File: config.mk
export PLATFORM = sky130hd
export DESIGN_NAME = anwt_cmp
export DESIGN_NICKNAME = d
export VERILOG_FILES = /design/src/sv/anwt_pkg.sv /design/src/sv/anwt_cmp.sv
export SDC_FILE = /design/constraint.sdc
export NUM_CORES = 1
export LEC_CHECK = 0
export BUFFER_PORTS_ARGS = -buffer_cell sky130_fd_sc_hd__buf_2
export CORE_ASPECT_RATIO = 1.75
export CORE_UTILIZATION = 40
export DETAILED_ROUTE_END_ITERATION = 10
export GPL_TIMING_DRIVEN = 0
export PLACE_DENSITY = 0.76
export SYNTH_ARGS = -nofsm -noshare
export SYNTH_HDL_FRONTEND = slang
export SYNTH_SLANG_ARGS = --single-unit
File: constraint.sdc
create_clock -name vclk -period 3.75
set_clock_uncertainty 0.2 [all_clocks]
set_input_delay 0.1875 -clock vclk [all_inputs]
set_output_delay 0.1875 -clock vclk [all_outputs]
set_load 0.02 [all_outputs]
File: src/sv/anwt_pkg.sv
// shared types, constants and helpers for the aging neighbor table
// no dependencies

package anwt_pkg;

  localparam int TABLE_SLOTS = 128;
  localparam int IDX_W       = (TABLE_SLOTS > 1) ? $clog2(TABLE_SLOTS) : 1;
  localparam int CNT_W       = IDX_W + 1;
  localparam int IN_W        = 72;
  localparam int OUT_W       = 88;

  localparam logic [31:0] TIMEOUT_RESET = 32'd28800;

  localparam logic [1:0] OUTCOME_NONE    = 2'd0;
  localparam logic [1:0] OUTCOME_KNOWN   = 2'd1;
  localparam logic [1:0] OUTCOME_EMPTY   = 2'd2;
  localparam logic [1:0] OUTCOME_EVICTED = 2'd3;

  typedef struct packed {
    logic [15:0] obs;
    logic [31:0] fh;
    logic [15:0] id;
  } entry_t;

  typedef struct packed {
    logic id_match;
    logic id_zero;
    logic older;
    logic expired;
  } cmp_flags_t;

  function automatic logic [31:0] sat_inc(input logic [31:0] v);
    return (v == 32'hFFFF_FFFF) ? v : v + 32'd1;
  endfunction

endpackage

File: src/sv/anwt_cmp.sv
// shared compare unit applied to one table entry per cycle
// id match, empty, oldest and 33-bit timeout checks; uses anwt_pkg

module anwt_cmp
  import anwt_pkg::*;
(
  input  entry_t      entry,
  input  logic [15:0] sender_id,
  input  logic [31:0] best_fh,
  input  logic [31:0] now_tick,
  input  logic [31:0] timeout_ticks,
  output cmp_flags_t  flags
);

  logic [32:0] limit;

  assign limit = {1'b0, entry.fh} + {1'b0, timeout_ticks};

  always_comb begin
    flags.id_match = (entry.id == sender_id);
    flags.id_zero  = (entry.id == 16'd0);
    flags.older    = (entry.fh < best_fh);
    flags.expired  = ({1'b0, now_tick} > limit);
  end

endmodule
Word-level counts from Yosys, hierarchy flattened

Index checks and enable logic that the tools add are counted.

Register bits after elaboration: 0
Input bits: 176
Output and inout port bits: 4
Logic and storage cells: 5

$add $sub $neg: 1
Order comparisons: 2
Equal/unequal tests: 1
Reduce and logical (&&, ||, !) cells: 1

Operators by type and width:

| kind              | number |
|---|---|
| $add A32 B32 Y33  | 1 |
| $gt A32 B33 Y1    | 1 |
| $lt A32 B32 Y1    | 1 |
| $eq A16 B16 Y1    | 1 |
| $logic_not A16 Y1 | 1 |

Depth between registers and ports, before layout

Word-level depth: 2
Mapped depth: 19
Mapped depth without buffers: 18

Worst setup path before layout

OpenSTA, ideal clock, no wires.

Path kind: input-to-output
Start: input port entry[16] (netlist bit)
End: output port flags[0] (netlist bit)
Data arrival time: 3776 ps
Data required time: 3362 ps
Setup slack: -413 ps
Cell stages on the path: 18
Path buffers: 0
Path through: ha_1 -> fa_1 -> a21oi_1 -> o211ai_1 -> a32oi_2 -> nand2_2 -> a221o_1 -> a21o_1 -> a21oi_2 -> xor2_1 -> ha_1 -> nand2_1 -> or3_1 -> nor2_1 -> o21ai_0 -> o211ai_1 -> a221oi_1 -> nor4_2

RTL lines:

| what               | RTL line       | source |
|---|---|---|
| start: declaration | anwt_cmp.sv:7  | `input entry_t entry,` |
| end: declaration   | anwt_cmp.sv:12 | `output cmp_flags_t flags` |

==> impl_results.md <==
- Post-route antenna net violation count: 0
- Min cycle time layout: 4.44 ns
- # clk buffers: 0
- CORE AREA: about 0.0079 mm^2
- Die Width: 70.2 um
- DR vias: ~3,800
- Post-DP HPWL: roughly 9 mm
- Crit path DAT: roughly 4.1 ns
- Commonest non-fill, non-tap cell in the layout: buf_2
- GR Overflow Total: 0
- Maxcap violations: 0
- Comb power frac: 100.0%
- Register area share after synthesis: 0%
- Total track usage: between 20 and 25%
- Die Ht: ~120 um
- Final worst-path cycle share: 118%
- Critical path startpoint: entry[16]
- Slew @ Worst Pin: ~0.47 ns
- Die Area: 0.00853 mm^2
- Instance count of the mapped netlist: around 430
- Sw Share: roughly half
- Clock power frac: 0%
- Hold WC Path Type: in -> out
- Synthesized net count: approximately 710
- Failing checks: negative setup slack
- Pin count of the biggest net entering global routing: 9
- Worst Setup EP: flags[0]
- Seq_cells: 0
- Multi-input gate area: about 0.0032 mm^2
- Pins over their slew limit: 0
- Worst vdd ir: around 0.000066 V
- Pwr dens: around 170 mW/mm^2
- Status: finished, violations left
- Ports: 180
- Layout Nets: 878
- Hold slack final: just under 0.6 ns
- Synth Cell Area: about 0.0033 mm^2
- Vias in the first global route: ~4,000
- CP max FO: 3
- Share of cells above drive strength 1: around a third
- Syn-to-layout area delta: 32.6%
- Internal power: 0.351 mW
- Site row count: between 40 and 50
- Reg area: 0 um^2
- RSZ-0062 raised after global routing: yes
- DRC: 0
- Flop pwr share: 0%
- Iter 0 DRT Violations: 95
- Maximum clock frequency: 225 MHz
- Rel. slew slack: 67.7%
- Routed WL: 9.78 mm
- Avg Cell Area, Syn: 7.51 um^2
- P_leak: approximately 2.4 nW
- First-pass GRT wire length: between 15 and 20 mm
- Crit Path Class: in -> out
- Final setup vio count: 1
- IO Port Bufs: 164
- Initial antenna violation count: 0
- Vias per cell: ~5.5
- Psw: between 0.3 and 0.4 mW
- Most frequent cells in the layout: 163 x buf_2, 94 x ha_1, 40 x inv_1, 40 x a21oi_1, 31 x a21o_1
- Fillers: slightly below 800
- ANT cells: 0
- Yosys warns: 0
- Worst setup EP type: output pin
- Number of distinct library cells after synthesis: 49
- CTS Hold Bufs: 0
- Routability congestion estimate from global placement: a little over 0.8
- DRT Pass-1 Iters: 4
- Initial Util: 41.2%
- CP Data Required Time: ~3.4 ns
- Final Hold Vio Count: 0
- Worst setup SP type: input pin
- Final setup margin: -0.690 ns
- Post-Place Setup Slack: -1.13 ns
- WL/cell: 14.1 um
==> cell type report <==
class              count  area share [%]
repair buffers       170            20.5
plain buffers          2           0.232
multi-input cells    392            73.2
inverters             40            3.47
well taps             90            2.61
==> synthesized netlist by cell type, drive strengths merged <==
| master | instances | area (um^2) |
|---|---|---|
| nor2 | 14 | 52.6 |
| nand2b | 6 | 37.5 |
| a32oi | 1 | 16.3 |
| xnor2 | 26 | 228 |
| buf | 2 | 10.0 |
| nor3b | 1 | 7.51 |
| o211ai | 8 | 60.1 |
| nand4 | 16 | 100 |
| a211o | 1 | 8.76 |
| or4 | 1 | 7.51 |
| a211oi | 7 | 57.6 |
| mux2i | 1 | 10.0 |
| a31oi | 4 | 25.0 |
| nor3 | 6 | 35.0 |
| nor2b | 6 | 37.5 |
| fa | 1 | 20.0 |
| nand2 | 31 | 119 |
| o2111ai | 1 | 8.76 |
| and2 | 3 | 18.8 |
| or3 | 3 | 18.8 |
| o21bai | 1 | 7.51 |
| nor4 | 7 | 50.1 |
| a21o | 31 | 233 |
| ha | 95 | 1190 |
| nand3 | 12 | 60.1 |
| a41oi | 2 | 25.0 |
| o21a | 5 | 38.8 |
| inv | 40 | 150 |
| o21ai | 24 | 120 |
| and3 | 3 | 18.8 |
| nand3b | 1 | 7.51 |
| a221o | 1 | 10.0 |
| or2b | 1 | 7.51 |
| and4 | 1 | 8.76 |
| a31o | 2 | 17.5 |
| a21oi | 44 | 228 |
| or2 | 3 | 18.8 |
| xor2 | 17 | 149 |
| a221oi | 2 | 17.5 |
| a2111oi | 2 | 17.5 |
| o31ai | 1 | 7.51 |
==> power groups by stage <==
stage          clock network [mW]  logic [mW]  registers, mW
3_3_place_gp                    0       0.669              0
5_1_grt                         0       0.818              0
3_5_place_dp                    0       0.697              0
6_report                        0       0.726              0
2_1_floorplan                   0       0.473              0
4_1_cts                         0       0.723              0
==> per-layer routing <==
metal  up-vias  track usage [%]  wire length (um)
met3        10            0.748               443
met1      1711             21.8              3520
met4         0             2.88               125
li1       1963                -                 -
met2       141             49.7              5690
met5         -                0                 0
==> cells by family (layout without fill, tap and decap cells) <==
kind of cell / Yosys count / after routing / synth area share (%)
AOI/OAI and AO/OA: 137 / 137 / 27.6
and+or+nand+nor: 115 / 115 / 18.6
adders and majority gates: 96 / 96 / 37.1
xor gates and xnor gates: 43 / 43 / 11.6
buffers and inverters: 42 / 212 / 4.91
muxes: 1 / 1 / 0.307
==> worst min-delay path by stage <==
stage,from,end,slack [ns],cells after the start
6_report,entry[9],flags[3],0.58,5
5_1_grt,sender_id[10],flags[3],0.61,5
4_1_cts,entry[9],flags[3],0.58,5
3_5_place_dp,entry[9],flags[3],0.58,5
3_3_place_gp,entry[9],flags[3],0.58,5
2_1_floorplan,entry[10],flags[3],0.36,3
==> worst max-delay path, stage by stage <==
cell	delay (ns)
buf_8	0.10
ha_4	0.16
fa_2	0.36
a21oi_4	0.15
o211ai_1	0.19
a32oi_2	0.26
nand2_2	0.10
a221o_1	0.33
a21o_1	0.19
a21oi_2	0.12
xor2_1	0.22
ha_1	0.29
a21o_1	0.18
a21oi_2	0.12
nor2_1	0.06
a2111oi_2	0.23
o211ai_1	0.19
a221oi_2	0.36
nor4_4	0.06
buf_4	0.17
==> repair_timing <==
item                       4_1_cts  5_1_grt
gates resized for setup          7        3
setup endpoints to repair        1        1
buffers inserted                 6        0
hold endpoints to repair         0        0
pin swaps                       11        5
==> through the flow <==
stage          utilization [%]  std cells  power [mW]  setup TNS [ns]  area [um^2]
6_report                  54.6        694       0.726          -0.690         4320
5_1_grt                   54.6        694       0.818          -0.909         4320
4_1_cts                   54.4        694       0.723          -0.719         4300
3_5_place_dp              53.4        688       0.697           -1.13         4230
3_3_place_gp              53.4        688       0.669           -1.12         4230
2_1_floorplan                -        434       0.473          -0.239         3290
Power figures use the tool's default switching activity.
